[config.mk]
export PLATFORM = sky130hd
export DESIGN_NAME = keypad_debounce_priority_scan
export DESIGN_NICKNAME = d
export VERILOG_FILES = /design/src/hw/rtl/kdps_pkg.sv /design/src/hw/rtl/kdps_lane.sv /design/src/hw/rtl/kdps_merge.sv /design/src/hw/rtl/keypad_debounce_priority_scan.sv
export SDC_FILE = /design/constraint.sdc
export NUM_CORES = 2
export LEC_CHECK = 0
export ABC_CLOCK_PERIOD_IN_PS = 8200
export BUFFER_PORTS_ARGS = -buffer_cell sky130_fd_sc_hd__buf_2
export CAP_MARGIN = 5
export CELL_PAD_IN_SITES_DETAIL_PLACEMENT = 1
export CELL_PAD_IN_SITES_GLOBAL_PLACEMENT = 1
export CORE_MARGIN = 4
export CORE_UTILIZATION = 49
export DETAILED_ROUTE_END_ITERATION = 8
export PLACE_DENSITY_LB_ADDON = 0.1
export SLEW_MARGIN = 20
export SYNTH_ARGS = -nofsm -noshare
export SYNTH_HDL_FRONTEND = slang
export SYNTH_SLANG_ARGS = --single-unit
[constraint.sdc]
create_clock -name clock -period 8.2 [get_ports clock]
set_input_delay 0.82 -clock clock [delete_from_list [all_inputs] [get_ports clock]]
set_output_delay 0.82 -clock clock [all_outputs]
set_load 0.05 [all_outputs]
[src/hw/rtl/kdps_pkg.sv]
// ----------------------------------------------------------------------------
// kdps_pkg
// Shared types and constants for the keypad debounce priority scan block.
// ----------------------------------------------------------------------------
package kdps_pkg;

   localparam int NUM_BUTTONS_DEF = 10;
   localparam int RAW_W           = 10;
   localparam int MASK_W          = 10;
   localparam int INDEX_W         = 4;
   localparam int TIME_W          = 32;
   localparam int CFG_W           = 16;

   localparam logic [CFG_W-1:0] DEBOUNCE_RESET   = 16'd50;
   localparam logic [CFG_W-1:0] LONG_PRESS_RESET = 16'd400;

   typedef enum logic [0:0] {
      CSR_DEBOUNCE   = 1'b0,
      CSR_LONG_PRESS = 1'b1
   } csr_index_type;

   // What one button lane reports to the merge stage.
   typedef struct packed {
      logic press;
      logic stable_old;
      logic stable_new;
      logic long_old;
      logic long_new;
   } lane_stat_type;

   typedef struct packed {
      logic               press_found;
      logic [INDEX_W-1:0] pressed_index;
      logic [MASK_W-1:0]  long_press_mask;
      logic [MASK_W-1:0]  stable_mask;
   } rsp_beat_type;

endpackage

[src/hw/rtl/kdps_lane.sv]
// ----------------------------------------------------------------------------
// kdps_lane
// Debounce state and timer compares for one button.
// ----------------------------------------------------------------------------
module kdps_lane (
   input  logic                          clock,
   input  logic                          reset,
   input  logic                          scan_en,
   input  logic                          visit,
   input  logic [kdps_pkg::TIME_W-1:0]   now_ms,
   input  logic                          raw,
   input  logic [kdps_pkg::CFG_W-1:0]    debounce_ms,
   input  logic [kdps_pkg::CFG_W-1:0]    long_press_ms,
   output kdps_pkg::lane_stat_type       stat
);

   logic                        raw_seen_ff;
   logic                        stable_ff;
   logic [kdps_pkg::TIME_W-1:0] raw_time_ff;
   logic [kdps_pkg::TIME_W-1:0] stable_time_ff;

   logic                        changed;
   logic                        accept;
   logic [kdps_pkg::TIME_W-1:0] raw_age;
   logic [kdps_pkg::TIME_W-1:0] stable_age;

   assign changed    = raw != raw_seen_ff;
   assign raw_age    = now_ms - raw_time_ff;
   assign stable_age = now_ms - stable_time_ff;

   // A fresh raw change is never accepted in the beat that sees it; its timer restarts.
   assign accept = !changed && (raw_age > kdps_pkg::TIME_W'(debounce_ms)) && (raw != stable_ff);

   always_comb begin
      stat.press      = accept && raw;
      stat.stable_old = stable_ff;
      stat.stable_new = accept ? raw : stable_ff;
      stat.long_old   = stable_ff && (stable_age >= kdps_pkg::TIME_W'(long_press_ms));
      stat.long_new   = accept ? (raw && (long_press_ms == '0)) : stat.long_old;
   end

   always_ff @(posedge clock) begin
      if (reset) begin
         raw_seen_ff    <= 1'b0;
         stable_ff      <= 1'b0;
         raw_time_ff    <= '0;
         stable_time_ff <= '0;
      end else if (scan_en && visit) begin
         raw_seen_ff <= raw;
         if (changed) begin
            raw_time_ff <= now_ms;
         end
         if (accept) begin
            stable_ff      <= raw;
            stable_time_ff <= now_ms;
         end
      end
   end

endmodule

[src/hw/rtl/kdps_merge.sv]
// ----------------------------------------------------------------------------
// kdps_merge
// Picks the first pressed lane and builds the visit mask and result masks.
// ----------------------------------------------------------------------------
module kdps_merge #(
   parameter int NUM_BUTTONS = kdps_pkg::NUM_BUTTONS_DEF
) (
   input  kdps_pkg::lane_stat_type [NUM_BUTTONS-1:0] stat,
   output logic [NUM_BUTTONS-1:0]                    visit,
   output kdps_pkg::rsp_beat_type                    beat
);

   logic [NUM_BUTTONS-1:0]       press;
   logic [NUM_BUTTONS-1:0]       first;
   logic [NUM_BUTTONS-1:0]       stable_all;
   logic [NUM_BUTTONS-1:0]       long_all;
   logic [kdps_pkg::INDEX_W-1:0] index;
   logic                         found;

   always_comb begin
      for (int i = 0; i < NUM_BUTTONS; i++) begin
         press[i] = stat[i].press;
      end
   end

   // Lowest set bit is the highest-priority press.
   assign first = press & (~press + NUM_BUTTONS'(1));
   assign found = |press;
   assign visit = found ? (first | (first - NUM_BUTTONS'(1))) : '1;

   always_comb begin
      index = '0;
      for (int i = 0; i < NUM_BUTTONS; i++) begin
         index = index | (first[i] ? kdps_pkg::INDEX_W'(i) : '0);
         stable_all[i] = visit[i] ? stat[i].stable_new : stat[i].stable_old;
         long_all[i]   = visit[i] ? stat[i].long_new : stat[i].long_old;
      end
   end

   always_comb begin
      beat.press_found     = found;
      beat.pressed_index   = index;
      beat.long_press_mask = '0;
      beat.stable_mask     = '0;
      for (int b = 0; b < kdps_pkg::MASK_W; b++) begin
         if (b < NUM_BUTTONS) begin
            beat.long_press_mask[b] = long_all[b];
            beat.stable_mask[b]     = stable_all[b];
         end
      end
   end

endmodule

[src/hw/rtl/keypad_debounce_priority_scan.sv]
// ----------------------------------------------------------------------------
// keypad_debounce_priority_scan
// Debounces a row of buttons, reports the first new press and long presses.
// ----------------------------------------------------------------------------
// Result beats are registered, in the skid while the output register stalls.
// Throughput: one scan beat per cycle while req_stall is low; all button
// lanes compare in parallel and a priority pick merges them in the same cycle.
// A two-entry output queue (output register plus skid) absorbs result stalls.
// Synchronous reset clears all button state and sets the default timings.
module keypad_debounce_priority_scan #(
   parameter int NUM_BUTTONS = kdps_pkg::NUM_BUTTONS_DEF
) (
   input  logic                          clock,
   input  logic                          reset,
   input  logic                          req_valid,
   output logic                          req_stall,
   input  logic [kdps_pkg::TIME_W-1:0]   req_now_ms,
   input  logic [kdps_pkg::RAW_W-1:0]    req_raw_levels,
   output logic                          rsp_valid,
   input  logic                          rsp_stall,
   output logic                          rsp_press_found,
   output logic [kdps_pkg::INDEX_W-1:0]  rsp_pressed_index,
   output logic [kdps_pkg::MASK_W-1:0]   rsp_long_press_mask,
   output logic [kdps_pkg::MASK_W-1:0]   rsp_stable_mask,
   input  logic                          csr_write_en,
   input  logic [0:0]                    csr_index,
   input  logic [kdps_pkg::CFG_W-1:0]    csr_write_data
);

   logic [kdps_pkg::CFG_W-1:0] debounce_ff, debounce_in;
   logic [kdps_pkg::CFG_W-1:0] long_press_ff, long_press_in;

   kdps_pkg::lane_stat_type [NUM_BUTTONS-1:0] stat;
   logic [NUM_BUTTONS-1:0]                    visit;
   kdps_pkg::rsp_beat_type                    beat;

   logic                   scan_en;
   logic                   out_take;
   logic                   rsp_valid_ff, rsp_valid_in;
   kdps_pkg::rsp_beat_type rsp_data_ff, rsp_data_in;
   logic                   skid_valid_ff, skid_valid_in;
   kdps_pkg::rsp_beat_type skid_data_ff, skid_data_in;

   always_comb begin
      debounce_in   = debounce_ff;
      long_press_in = long_press_ff;
      if (csr_write_en) begin
         unique case (kdps_pkg::csr_index_type'(csr_index))
            kdps_pkg::CSR_DEBOUNCE:   debounce_in   = csr_write_data;
            kdps_pkg::CSR_LONG_PRESS: long_press_in = csr_write_data;
            default:                  debounce_in   = debounce_ff;
         endcase
      end
   end

   always_ff @(posedge clock) begin
      if (reset) begin
         debounce_ff   <= kdps_pkg::DEBOUNCE_RESET;
         long_press_ff <= kdps_pkg::LONG_PRESS_RESET;
      end else begin
         debounce_ff   <= debounce_in;
         long_press_ff <= long_press_in;
      end
   end

   assign req_stall = skid_valid_ff;
   assign scan_en   = req_valid && !skid_valid_ff;
   assign out_take  = rsp_valid_ff && !rsp_stall;

   for (genvar i = 0; i < NUM_BUTTONS; i++) begin : g_lane
      logic raw_bit;
      if (i < kdps_pkg::RAW_W) begin : g_raw
         assign raw_bit = req_raw_levels[i];
      end else begin : g_zero
         assign raw_bit = 1'b0;
      end

      kdps_lane u_lane (
         .clock         (clock),
         .reset         (reset),
         .scan_en       (scan_en),
         .visit         (visit[i]),
         .now_ms        (req_now_ms),
         .raw           (raw_bit),
         .debounce_ms   (debounce_ff),
         .long_press_ms (long_press_ff),
         .stat          (stat[i])
      );
   end

   kdps_merge #(
      .NUM_BUTTONS (NUM_BUTTONS)
   ) u_merge (
      .stat  (stat),
      .visit (visit),
      .beat  (beat)
   );

   always_comb begin
      rsp_valid_in  = rsp_valid_ff;
      rsp_data_in   = rsp_data_ff;
      skid_valid_in = skid_valid_ff;
      skid_data_in  = skid_data_ff;
      if (!rsp_valid_ff || out_take) begin
         if (skid_valid_ff) begin
            rsp_valid_in  = 1'b1;
            rsp_data_in   = skid_data_ff;
            skid_valid_in = 1'b0;
         end else begin
            rsp_valid_in = scan_en;
            rsp_data_in  = beat;
         end
      end else if (scan_en) begin
         skid_valid_in = 1'b1;
         skid_data_in  = beat;
      end
   end

   always_ff @(posedge clock) begin
      if (reset) begin
         rsp_valid_ff  <= 1'b0;
         skid_valid_ff <= 1'b0;
      end else begin
         rsp_valid_ff  <= rsp_valid_in;
         skid_valid_ff <= skid_valid_in;
      end
      rsp_data_ff  <= rsp_data_in;
      skid_data_ff <= skid_data_in;
   end

   assign rsp_valid           = rsp_valid_ff;
   assign rsp_press_found     = rsp_data_ff.press_found;
   assign rsp_pressed_index   = rsp_data_ff.pressed_index;
   assign rsp_long_press_mask = rsp_data_ff.long_press_mask;
   assign rsp_stable_mask     = rsp_data_ff.stable_mask;

endmodule

# Word level (Yosys, flattened, before mapping)
# Index checks and enable logic that the tools add are counted.
[classes]
add_sub_neg = 22
n_mul = 0
n_div = 0
order_cmp = 20
n_eq_ne = 20
n_shift = 0
n_mux = 52
bitwise = 13
n_reduce_logical = 102
[op_table]
columns = ["operator", "n"]
rows = [
  ["subtractor 32 bit", 20],
  ["greater-or-equal comparator 32 x 16 -> 1 bit", 10],
  ["> comparator 32 x 16 -> 1 bit", 10],
  ["logical AND 1 bit", 62],
  ["AND reduction 2 bit", 23],
  ["2-to-1 mux 1 bit", 42],
  ["OR 4 bit", 8],
  ["2-to-1 mux 25 bit", 1],
  ["!= test 1 bit", 20],
  ["zero test 16 bit", 1],
  ["zero test 1 bit", 13],
  ["2-to-1 mux 3 bit", 4],
  ["adder 10 x 1 -> 10 bit, second input constant", 1],
  ["AND 10 bit", 1],
  ["2-to-1 mux 10 bit", 1],
  ["inverter 10 bit", 1],
  ["OR 10 bit", 1],
  ["OR reduction 10 bit", 1],
  ["subtractor 10 x 1 -> 10 bit, second input constant", 1],
  ["2-to-1 mux 4 bit", 2],
  ["2-to-1 mux 2 bit", 2],
  ["inverter 1 bit", 2],
  ["OR reduction 2 bit", 1],
  ["logical OR 1 bit", 1],
]
[word_totals]
ff_bits = 744
latch_bits = 0
ram_bits = 0
mem_bits_ro = 0
in_bits = 64
memories = 0

# Depth between registers and ports, before layout
[depth]
depth_word = 18
depth_mapped = 31

# By module
# A second synthesis with hierarchy kept.
[unflattened]
hier_cells = 10692
area_unflattened_um2 = 78823.1
[modules_own_cells]
columns = ["mod", "n_inst", "cells_per_inst", "area_each_um2", "seq_area_each_um2"]
rows = [
  ["kdps_lane at g_lane[1].u_lane ...", 6, 1050, 7611.0, 1321.3],
  ["kdps_lane at g_lane[2].u_lane ...", 2, 1020, 7277.0, 1321.3],
  ["kdps_lane at g_lane[0].u_lane", 1, 1069, 7663.6, 1321.3],
  ["kdps_lane at g_lane[9].u_lane", 1, 1015, 7253.2, 1321.3],
  ["keypad_debounce_priority_scan", 1, 214, 3236.9, 2182.1],
  ["kdps_merge", 1, 54, 449.2, 0.0],
]

# Worst setup path before layout
# Ideal clock, no wire load.
[synth_timing]
path_kind = "input to register"
startpoint = "in req_now_ms[0] (netlist bit)"
endpoint = "reg g_lane[9].u_lane.raw_time_ff[10] (netlist bit)"
t_arrival_ns = 7.328
path_slack_ns = 0.747
path_stages = 31
cell_sequence = "inv_1 > ha_1 > fa_1 > nand2b_1 > a21oi_1 > nor2_1 > a21o_1 > nand2_1 > a21oi_1 > o21bai_1 > a21o_1 > a21oi_1 > xnor2_1 > ha_1 > nand4_1 > or3_1 > a21oi_1 > or4b_2 > a21oi_1 > or4b_1 > nor4_1 > nand4b_1 > or4_1 > and3_1 > buf_2 > or3b_1 > or4_1 > clkbuf_1 > buf_1 > nand3b_1 > o21ai_0"
[synth_via]
elab_chain_len = 13
elab_cells_between_ends = 59
cone_classes = "add/sub: 12; order compare: 10; mux: 1; bitwise: 3; reduce/logical: 33"
[synth_rtl]
columns = ["item", "line", "rtl"]
rows = [
  ["start: declaration", "keypad_debounce_priority_scan.sv:17", "input logic [kdps_pkg::TIME_W-1:0] req_now_ms,"],
  ["subtractor 32 bit", "kdps_lane.sv:28", "assign raw_age = now_ms - raw_time_ff;"],
  ["> comparator 32 x 16 -> 1 bit", "kdps_lane.sv:32", "assign accept = !changed && (raw_age > kdps_pkg::TIME_W'(debounce_ms)) && (raw != stable_ff);"],
  ["logical AND 1 bit (2 in series)", "kdps_lane.sv:32", ""],
  ["logical AND 1 bit", "kdps_lane.sv:35", "stat.press = accept && raw;"],
  ["inverter 10 bit", "kdps_merge.sv:27", "assign first = press & (~press + NUM_BUTTONS'(1));"],
  ["adder 10 x 1 -> 10 bit", "kdps_merge.sv:27", ""],
  ["AND 10 bit", "kdps_merge.sv:27", ""],
  ["subtractor 10 x 1 -> 10 bit", "kdps_merge.sv:29", "assign visit = found ? (first | (first - NUM_BUTTONS'(1))) : '1;"],
  ["OR 10 bit", "kdps_merge.sv:29", ""],
  ["2-to-1 mux 10 bit (*)", "kdps_merge.sv:29", ""],
  ["logical AND 1 bit (*)", "kdps_lane.sv:48", "end else if (scan_en && visit) begin"],
  ["AND reduction 2 bit (no line) (*)", "n/a", ""],
  ["end signal: assignment", "kdps_lane.sv:51", "raw_time_ff <= now_ms;"],
  ["end: declaration", "kdps_lane.sv:19", "logic [kdps_pkg::TIME_W-1:0] raw_time_ff;"],
]
# Mark *: on every way between the ends. The rest lies on a longest branch, timed or not.
# A chain may end at the register's enable or synchronous reset.

# Worst setup path in the final report
[layout_timing]
startpoint = "in req_now_ms[0] (netlist bit)"
endpoint = "reg rsp_data_ff (netlist bit rsp_long_press_mask[9]), data pin"
[layout_via]
elab_chain_len = 13
elab_cells_between_ends = 63
cone_classes = "add/sub: 13; order compare: 11; mux: 4; bitwise: 3; reduce/logical: 32"
[layout_rtl]
columns = ["item", "line", "rtl"]
rows = [
  ["subtractor 32 bit", "kdps_lane.sv:28", ""],
  ["> comparator 32 x 16 -> 1 bit", "kdps_lane.sv:32", ""],
  ["logical AND 1 bit (2 in series)", "kdps_lane.sv:32", ""],
  ["logical AND 1 bit", "kdps_lane.sv:35", ""],
  ["inverter 10 bit", "kdps_merge.sv:27", ""],
  ["adder 10 x 1 -> 10 bit", "kdps_merge.sv:27", ""],
  ["AND 10 bit", "kdps_merge.sv:27", ""],
  ["subtractor 10 x 1 -> 10 bit", "kdps_merge.sv:29", ""],
  ["OR 10 bit", "kdps_merge.sv:29", ""],
  ["2-to-1 mux 10 bit", "kdps_merge.sv:29", ""],
  ["2-to-1 mux 1 bit (*)", "kdps_merge.sv:36", "long_all[i] = visit[i] ? stat[i].long_new : stat[i].long_old;"],
  ["2-to-1 mux 25 bit (*)", "keypad_debounce_priority_scan.sv:105", "if (skid_valid_ff) begin"],
  ["end signal: assignment", "keypad_debounce_priority_scan.sv:127", "rsp_data_ff <= rsp_data_in;"],
  ["end: declaration", "keypad_debounce_priority_scan.sv:40", "kdps_pkg::rsp_beat_type rsp_data_ff, rsp_data_in;"],
]
# Marks and branches as above.

==> qor.yml <==
run:
  maxCapViolCount: 0
route:
  wl_met1_um: 122000
  vias: 69576
  wirelength_um: 271000
  routed-wl-met2_um: 119000
  wl_per_cell_um: 24.4
  routed.top_layer: "met5"
  drt_iter0_markers: 4818
  drtPass1Iterations: 8
  dr_wl_met3_um: 18500
  vias_per_cell: 6.26
  post-route-drc-count: 0
  antenna_left: 0
global_routing:
  grt_first_pass_wirelength_um: 412000
  grt_pass1_vias: 70154
  grt_max_degree: 202
  overflow: 0
  grt_use_total_pct: 34.6
  antenna_found_initial: 20
yosys:
  synth_cells: 9111
  synth-edff-count: 50
  ys_seq_area_share_pct: 21.9
  ys_types: 94
  syn_area_um2: 70400
  ys_ff_latch: 744
  synthesis.nets: 10135
  avgSynthCellArea_um2: 7.73
  yosysWarnings: 0
  synthArstFlopShare_pct: 0
  synthFlopType: "dfxtp_1"
die:
  io_pins: 91
  dieArea_um2: 150000
  core_area_um2: 142000
  initial_utilization_pct: 49.5
  fp.dieH_um: 387
  dieWidth_um: 387
  num_rows: 138
timing:
  slew_viol_final: 0
  tns_ns: 0
  hold_viol_final: 0
  fin_crit_sh_pct: 91.7
  rsz0062_at_grt: "false"
  skew_ns: 0.0312
  max_slew_margin_pct: 24.3
  period_needed_ns: 7.52
  setup_violations: 0
  max_freq_ghz: 0.133
  max_slew.worst_pin.slew_ns: 1.13
clocking:
  cts_root_buf: "clkbuf_16"
  cts_setup_buffers: 0
  cts_tree: "done"
  cts_max_level: 3
  cts_buffer_depth: 3
  path_clk_slew_ns: 0.06
  holdBufCountCts: 0
  cts_buffers: 93
  cts_resized: 0
  clock_latency_ns: 0.72
  cts_sinks: 744
cells_and_area:
  area_delta_synth_final_pct: 9.33
  nFillCells: 17626
  final_nets: 10170
  utilization_pct: 54.2
  register_area_um2: 15400
  fin_cells: 11120
  drive_above_1_share_pct: 5.56
  multiInputGateArea_um2: 50700
pwr:
  power_density_nw_per_um2: 169
  leakage_nw: 31.9
  irDropWorstVdd_mv: 0.174
place:
  dp_cells: 10941
  gp_congestion: 0.939
  hpwlAfterDp_um: 202000
  io_buffers: 90
worst_setup_path:
  crit_top_cell: "a21oi_1"
  crit_required_ns: 8.63
  cpPeakStageDelay_ns: 0.64
  cpMaxStageDelayCell: "or4b_2"
  critical_path_class: "in -> reg"
  cp.arrival_ns: 7.95
  critPathLaunchType: "primary input"
  setup.worst_path.end_class: "flip-flop"
  critPathMaxFanout: 8
run_status:
  status: "complete, no violations"
hold_path:
  hp-class: "in -> reg"
==> cells in the mapped netlist, types with 20 or more instances <==
| library cell | instances | area share (%) |
|---|---|---|
| a211o_1 | 27 | 0.34 |
| a21oi_1 | 751 | 5.3 |
| xnor2_1 | 234 | 2.9 |
| o31a_1 | 28 | 0.35 |
| o21a_1 | 122 | 1.3 |
| clkbuf_1 | 285 | 1.5 |
| o22ai_1 | 28 | 0.25 |
| or4_1 | 22 | 0.23 |
| nor3_1 | 156 | 1.1 |
| mux2_2 | 26 | 0.42 |
| a221oi_1 | 24 | 0.30 |
| o21ai_0 | 566 | 4.0 |
| nand3_1 | 145 | 1.0 |
| a211oi_1 | 94 | 1.0 |
| nand2_1 | 642 | 3.4 |
| xor2_1 | 140 | 1.7 |
| a2111oi_0 | 39 | 0.49 |
| edfxtp_1 | 50 | 2.1 |
| o2111ai_1 | 42 | 0.52 |
| o21bai_1 | 78 | 0.83 |
| ha_1 | 940 | 17 |
| or3_1 | 48 | 0.43 |
| nor4_1 | 63 | 0.56 |
| inv_1 | 839 | 4.5 |
| a21boi_0 | 34 | 0.36 |
| and3_1 | 62 | 0.55 |
| mux2i_1 | 510 | 7.3 |
| dfxtp_1 | 694 | 20 |
| a21o_1 | 251 | 2.7 |
| fa_1 | 20 | 0.57 |
| nor2b_1 | 104 | 0.92 |
| nand2b_1 | 196 | 1.7 |
| o211ai_1 | 88 | 0.94 |
| nand3b_1 | 160 | 1.7 |
| nand4_1 | 140 | 1.2 |
| nor2_1 | 949 | 5.1 |
| a31oi_1 | 81 | 0.72 |
| and2_1 | 45 | 0.40 |
| o31ai_1 | 36 | 0.38 |
==> state kept, by name, summed over array words and instances (netlist names), 16 cells and up <==
register                      flops
g_lane.u_lane.raw_time_ff       320
skid_data_ff                     25
long_press_ff                    16
g_lane.u_lane.stable_time_ff    320
debounce_ff                      16
==> per-stage QoR <==
step	worst slack [ns]	hold WS [ns]	cell area, µm²	power [mW]
after floorplan	0.747	0.436	70400	7.22
after global placement	0.229	0.442	73800	8.43
after detailed placement	0.128	0.447	73800	8.62
after CTS	0.804	0.316	76900	13.0
after global routing	0.263	0.354	77000	13.7
final	0.680	0.366	77000	13.0
==> power by group <==
group          switching, mW  total (mW)  internal [mW]
clock network           1.81        4.34           2.53
registers              0.110        3.93           3.82
logic                   2.93        4.73           1.80
==> worst max-delay path: cells and delay by family <==
kind / cells / cell delay (ns)
buffers and inverters: 3 / 0.44
AO/OA/AOI/OAI: 10 / 1.92
XOR/XNOR: 1 / 0.13
AND/OR/NAND/NOR: 13 / 3.68
adder cells (fa/ha/maj): 3 / 0.94
==> layout make-up <==
| cell class | instances | area share [%] |
|---|---|---|
| Clock buffer | 127 | 3.45 |
| Inverter | 840 | 4.10 |
| Antenna cell | 10 | 0.0325 |
| Timing Repair Buffer | 264 | 2.86 |
| Clock inverter | 42 | 0.632 |
| Sequential cell | 744 | 20.0 |
| Tap cell | 1890 | 3.07 |
| Multi-Input combinational cell | 7203 | 65.9 |
==> layer usage <==
metal	vias to the layer above	global-route usage (%)
met1	34490	46.6
met4	6	13.1
met2	1848	55.5
li1	32784	-
met3	448	5.70
met5	-	0
==> kinds of logic (layout without fill, tap and decap cells) <==
kind of cell,count (synthesis),count (layout),synth area share (%)
adders and majority gates,960,960,17.3
buffers and inverters,1164,1273,6.27
xor gates and xnor gates,374,374,4.65
other,0,10,0
muxes,536,536,7.67
DFF,744,744,21.9
AOI/OAI and AO/OA,2507,2507,22.7
and+or+nand+nor,2826,2826,19.6
==> final timing paths <==
kind	start	end	slack (ns)	cells after the start
min reg2reg	g_lane[1].u_lane.raw_time_ff[23]	g_lane[1].u_lane.raw_time_ff[23]	0.45	2
max	req_now_ms[0]	rsp_long_press_mask[9]	0.68	30
max reg2reg	g_lane[6].u_lane.raw_time_ff[0]	rsp_long_press_mask[9]	0.69	28
min	csr_write_data[7]	long_press_ff[7]	0.37	3
==> layout by cell type (no fill, tap or decap), drive strengths merged, types with 251 or more instances in the layout <==
cell,count
a21oi,751
inv,847
buf,264
nor2,949
o21ai,571
ha,940
a21o,251
mux2i,510
nand2,642
dfxtp,694
No activity file was read; power rests on OpenSTA's default activity.
